File: config.mk
export PLATFORM = sky130hd
export DESIGN_NAME = ttn_mul
export DESIGN_NICKNAME = d
export VERILOG_FILES = /design/src/rtl/core/ttn_pkg.sv /design/src/rtl/core/ttn_mul.sv
export SDC_FILE = /design/constraint.sdc
export NUM_CORES = 2
export LEC_CHECK = 0
export BUFFER_PORTS_ARGS = -buffer_cell sky130_fd_sc_hd__buf_2
export CAP_MARGIN = 20
export CORE_ASPECT_RATIO = 1.4
export CORE_UTILIZATION = 30
export DETAILED_ROUTE_END_ITERATION = 12
export GPL_TIMING_DRIVEN = 0
export SETUP_SLACK_MARGIN = 0.3
export SLEW_MARGIN = 30
export SYNTH_ARGS = -nofsm -noshare
export SYNTH_HDL_FRONTEND = slang
export SYNTH_SLANG_ARGS = --single-unit
File: constraint.sdc
create_clock -name i_clk -period 7.1 [get_ports i_clk]
set_clock_uncertainty 0.1 [all_clocks]
set_input_delay 0.71 -clock i_clk [delete_from_list [all_inputs] [get_ports i_clk]]
set_output_delay 0.71 -clock i_clk [all_outputs]
set_load 0.005 [all_outputs]
File: src/rtl/core/ttn_pkg.sv
// shared constants and the divider step for the tick to nanosecond converter
package ttn_pkg;

    localparam int unsigned FREQ_W    = 32;
    localparam int unsigned TICK_W    = 64;
    localparam int unsigned NS_W      = 64;
    localparam int unsigned SCALE_W   = 30;
    localparam int unsigned PROD_W    = FREQ_W + SCALE_W;
    localparam int unsigned DIV1_STEPS = TICK_W;
    localparam int unsigned DIV2_STEPS = SCALE_W;
    localparam int unsigned MUL_STAGES = 2;
    localparam int unsigned LATENCY    = 1 + DIV1_STEPS + MUL_STAGES + DIV2_STEPS + 1;

    localparam logic [SCALE_W-1:0] NS_PER_SEC    = SCALE_W'(1000000000);
    localparam logic [FREQ_W-1:0]  FREQ_RESET_HZ = FREQ_W'(19200000);

    typedef struct packed {
        logic              qbit;
        logic [FREQ_W-1:0] rem;
    } t_step;

    // one restoring division step: shift in a dividend bit, subtract if it fits
    function automatic t_step div_step(input logic [FREQ_W-1:0] rem,
                                       input logic              inbit,
                                       input logic [FREQ_W-1:0] divisor);
        logic [FREQ_W:0] trial;
        logic [FREQ_W:0] diff;
        t_step           res;
        trial = {rem, inbit};
        diff  = trial - {1'b0, divisor};
        if (trial >= {1'b0, divisor}) begin
            res.qbit = 1'b1;
            res.rem  = diff[FREQ_W-1:0];
        end else begin
            res.qbit = 1'b0;
            res.rem  = trial[FREQ_W-1:0];
        end
        return res;
    endfunction

endpackage

File: src/rtl/core/ttn_mul.sv
// two-stage scaling by one billion of the whole seconds and the remainder
module ttn_mul (
    input  logic                        i_clk,
    input  logic                        i_rst_n,
    input  logic                        i_valid,
    input  logic [ttn_pkg::TICK_W-1:0]  i_whole,
    input  logic [ttn_pkg::FREQ_W-1:0]  i_rem,
    output logic                        o_valid,
    output logic [ttn_pkg::NS_W-1:0]    o_base,
    output logic [ttn_pkg::PROD_W-1:0]  o_prod
);
    import ttn_pkg::*;

    logic                r_a_v;
    logic [PROD_W-1:0]   r_lo;
    logic [PROD_W-1:0]   r_hi;
    logic [PROD_W-1:0]   r_prod_a;
    logic                r_b_v;
    logic [NS_W-1:0]     r_base;
    logic [PROD_W-1:0]   r_prod_b;
    logic [NS_W-1:0]     n_base;

    always_ff @(posedge i_clk) begin
        if (!i_rst_n) begin
            r_a_v <= 1'b0;
            r_b_v <= 1'b0;
        end else begin
            r_a_v <= i_valid;
            r_b_v <= r_a_v;
        end
    end

    always_ff @(posedge i_clk) begin
        r_lo     <= i_whole[31:0] * NS_PER_SEC;
        r_hi     <= i_whole[63:32] * NS_PER_SEC;
        r_prod_a <= i_rem * NS_PER_SEC;
        r_base   <= n_base;
        r_prod_b <= r_prod_a;
    end

    // high half only contributes its low 32 bits modulo 2^64
    assign n_base = NS_W'(r_lo) + {r_hi[31:0], 32'b0};

    assign o_valid = r_b_v;
    assign o_base  = r_base;
    assign o_prod  = r_prod_b;

endmodule

==> flow_results.org <==
** Status
- The run finished, with violations left.
- Violated checks :: antenna violations

** GRT
- The first global-routing pass estimated ~140,000 um of wire.
- Overall fraction of global-route tracks in use :: between 10% and 20%
- The initial antenna violation count came to 1.
- Global routing finished with a remaining overflow of 0.
- Via count of the first global-routing pass :: between 20k and 30k
- Pin count of the biggest net entering global routing :: 16

** Yosys
- Commonest cells in the netlist :: 1,135 x inv_1, 711 x fa_1, 659 x ha_1
- In the synthesized netlist, the number of instances is 3,559.
- Sequential area share after synthesis :: 13.0%
- In this run, synthesis produced a sequential element count of around 240.
- Number of enable-type register cells in the synthesized netlist :: 0
- Summed over all instances, the cell type with the most area after synthesis is fa_1.
- Syn Area/Cell :: between 10 and 15 sq um
- The cell area that synthesis handed to floorplanning was 36,700 sq um.
- After synthesis, the share of flip-flops with an asynchronous set or reset is 0%.
- Library cells used by synthesis :: roughly 70
- The top cell type by area accounts for between 30% and 40% of the synthesized area.
- Yosys instantiated no cell more often than inv_1.
- Cell types occupying the most area after synthesis :: fa_1 39%, ha_1 22%, dfxtp_1 13%
- Yosys printed 0 warnings.
- Top FF cell, synth :: dfxtp_1

** STA
- Shortest clock period the worst path allows after layout :: ~6.7 ns
- For the pin with the worst max-slew slack, the measured transition is a little over 0.7 ns.
- The count of pins over their slew limit was 0.
- Setup violations remaining at the end of the flow were counted as 0.
- After layout, the worst path uses roughly 94% of the clock period.
- Hold is met by approximately 0.21 ns.
- Setup repair after global routing could not meet its margin everywhere.
- Peak Freq :: 0.149 GHz
- Number of hold violations in the final report :: 0
- Measured against its own limit, the worst slew margin works out to 50.4%.

** Floorplanning
- Width of the chip :: ~300 um
- Number of I/O pins :: about 230
- Initial Util :: a little under a third
- The die covers between 100,000 and 150,000 sq um.
- From bottom edge to top edge, the die measures about 420 um.
- Number of placement rows :: roughly 150
- Core area :: roughly 120,000 sq um

** Clock network
- TritonCTS Buffers :: 29
- CTS root buf :: clkbuf_16
- Deepest clock path buffer count :: 3
- Clock latency at the later pin of the worst-skew pair :: between 0.6 and 0.7 ns
- Number of hold buffers added after CTS :: 0
- TritonCTS built the clock tree.
- Clock sink count :: around 240
- Clock-pin slew of the registers on the worst-case setup and hold paths :: roughly 0.060 ns
- Number of H-tree levels :: 1

** Place
- I/O Buffers :: just under 200
- The HPWL after detailed placement is about 77,000 um.
- The congestion estimate from routability-driven global placement came to about 0.90.

** Critical path
- CP Cell Sequence :: buf_8 > inv_4 > fa_1 > fa_1 > fa_1 > fa_1 > fa_1 > inv_1 > fa_1 > inv_1 > fa_1 > inv_1 > ha_4 > nand4_1 > buf_4 > nor3_4 > a21oi_4 > a21oi_2 > a311o_1 > a211o_1 > a41oi_4 > o21bai_1 > a21oi_1 > xnor2_1
- Worst-path fanout max :: 7
- Worst endpoint required time :: between 7 and 8 ns
- STA classifies the critical path endpoint as a flop.
- R2R Setup Slk :: around 3.7 ns
- Setup CP Type :: primary input to flop
- Data arrival, critical path :: 7.12 ns
- In this design, the stage delay of the slowest critical-path cell is around 0.55 ns.
- Most frequent CP cell :: fa_1
- STA classifies the critical path startpoint as a primary input.
- Critical-path top delay cell :: fa_1

** Routing
- In the final routed layout, each cell accounts on average for between 15 and 20 um.
- The detailed router finished its first iteration with a little over 800 violations.
- Number of DRC violations after detailed routing :: 0
- Count of vias placed by the detailed router :: ~24k
- DRT antenna net count :: 1
- Wire length reported by the detailed router :: between 80,000 and 90,000 um
- In the routed layout, each cell is associated on average with a via count of roughly 4.4.
- Before antenna repair, the detailed router went through 5 iterations.

** Layout
- Counting the fill cells in the layout gives roughly 12k.
- In the final design database the tool counted approximately 5.3k nets.
- Area delta synth->final :: 12.6%
- Share of final-layout standard cells stronger than drive strength 1 :: about 8.8%

** Min path
- In this run the worst hold path is classified as primary input to flop.

** Run
- Across the run, the number of max-cap violations was 0.
-- placed cells by master (no fill, tap or decap), drive strengths merged, types with 18 or more instances in the layout --
cell type | synthesis | final
clkbuf | 7 | 48
nand3 | 30 | 30
fa | 711 | 711
ha | 659 | 659
inv | 1135 | 1140
a21o | 46 | 46
conb | 1 | 18
nor2 | 88 | 88
xor2 | 37 | 37
o21a | 23 | 23
o21ai | 62 | 62
a21oi | 109 | 109
dfxtp | 239 | 239
nor3 | 28 | 28
xnor2 | 110 | 110
buf | 18 | 227
nand2 | 63 | 63
-- registers in the layout (all words and copies together), names as in the netlist --
| signal | cells |
|---|---|
| o_base | 55 |
| o_prod | 53 |
| r_lo | 53 |
| r_prod_a | 53 |
| r_hi | 23 |
| o_valid | 1 |
| r_a_v | 1 |
-- critical path: cells and delay by family --
family / cells / cell delay (ns)
fa+ha+maj: 8 / 3.76
compound gates: 7 / 1.67
buf+inv: 6 / 0.53
simple gates: 2 / 0.27
xor+xnor: 1 / 0.16
-- stage by stage --
stage          instances  instance area (sq um)  setup TNS, ns  worst slack, ns  utilization [%]
2_1_floorplan       3576                  36800              0            0.392                -
3_3_place_gp        5380                  39800         -12.38           -0.959             32.8
4_1_cts             5436                  40900              0            0.234             33.8
6_report            5454                  41300              0            0.394             34.1
3_5_place_dp        5380                  39800         -12.38           -0.944             32.8
5_1_grt             5449                  41300              0            0.209             34.1
-- logic make-up (layout without fill, tap and decap cells) --
| family | after synthesis | count (layout) | synth area share [%] |
|---|---|---|---|
| XOR/XNOR | 147 | 147 | 3.51 |
| adder cells (fa/ha/maj) | 1370 | 1370 | 61.3 |
| other | 1 | 23 | 0.0102 |
| flip-flops | 239 | 239 | 13.0 |
| AND/OR/NAND/NOR | 298 | 298 | 3.92 |
| buffers and inverters | 1160 | 1427 | 12.0 |
| multiplexers | 2 | 2 | 0.0546 |
| AO/OA/AOI/OAI | 342 | 342 | 6.17 |
-- routing by layer --
metal,global-route usage [%],vias up,wire [um]
met2,26.5,389,45100
met5,0,-,0
met1,17.4,11950,35300
met3,1.31,130,2690
li1,-,11354,-
met4,5.23,0,3080
-- path summary, 6_finish.rpt --
check / from / endpoint / depth (start not counted)
max: i_rem[5] / r_prod_a[51]$_DFF_P_ / 24
min: i_rem[0] / r_prod_a[9]$_DFF_P_ / 1
max reg2reg: r_lo[41]$_DFF_P_ / o_base[63]$_DFF_P_ / 13
min reg2reg: r_prod_a[30]$_DFF_P_ / o_prod[30]$_DFF_P_ / 0
-- area by class of cell --
class | count | area [sq um] | area share, %
clock inverters | 17 | 253 | 0.612
repair buffers | 213 | 1180 | 2.86
multi-input cells | 2177 | 27800 | 67.3
clock buffers | 37 | 806 | 1.95
plain buffers | 25 | 161 | 0.391
diodes | 5 | 12.5 | 0.0303
well taps | 1606 | 2010 | 4.86
flip-flops and latches | 239 | 4780 | 11.6
inverters | 1135 | 4290 | 10.4
-- repair_timing --
item / CTS / global route
pin swaps: 4 / 33
setup buffers: 2 / 13
setup endpoints to repair: 15 / 28
cloned: 0 / 0
gates resized for setup: 8 / 89
Power is left out: the tool's default activity adds up to more than one toggle a clock period on the data nets, which glitch-free logic cannot reach.
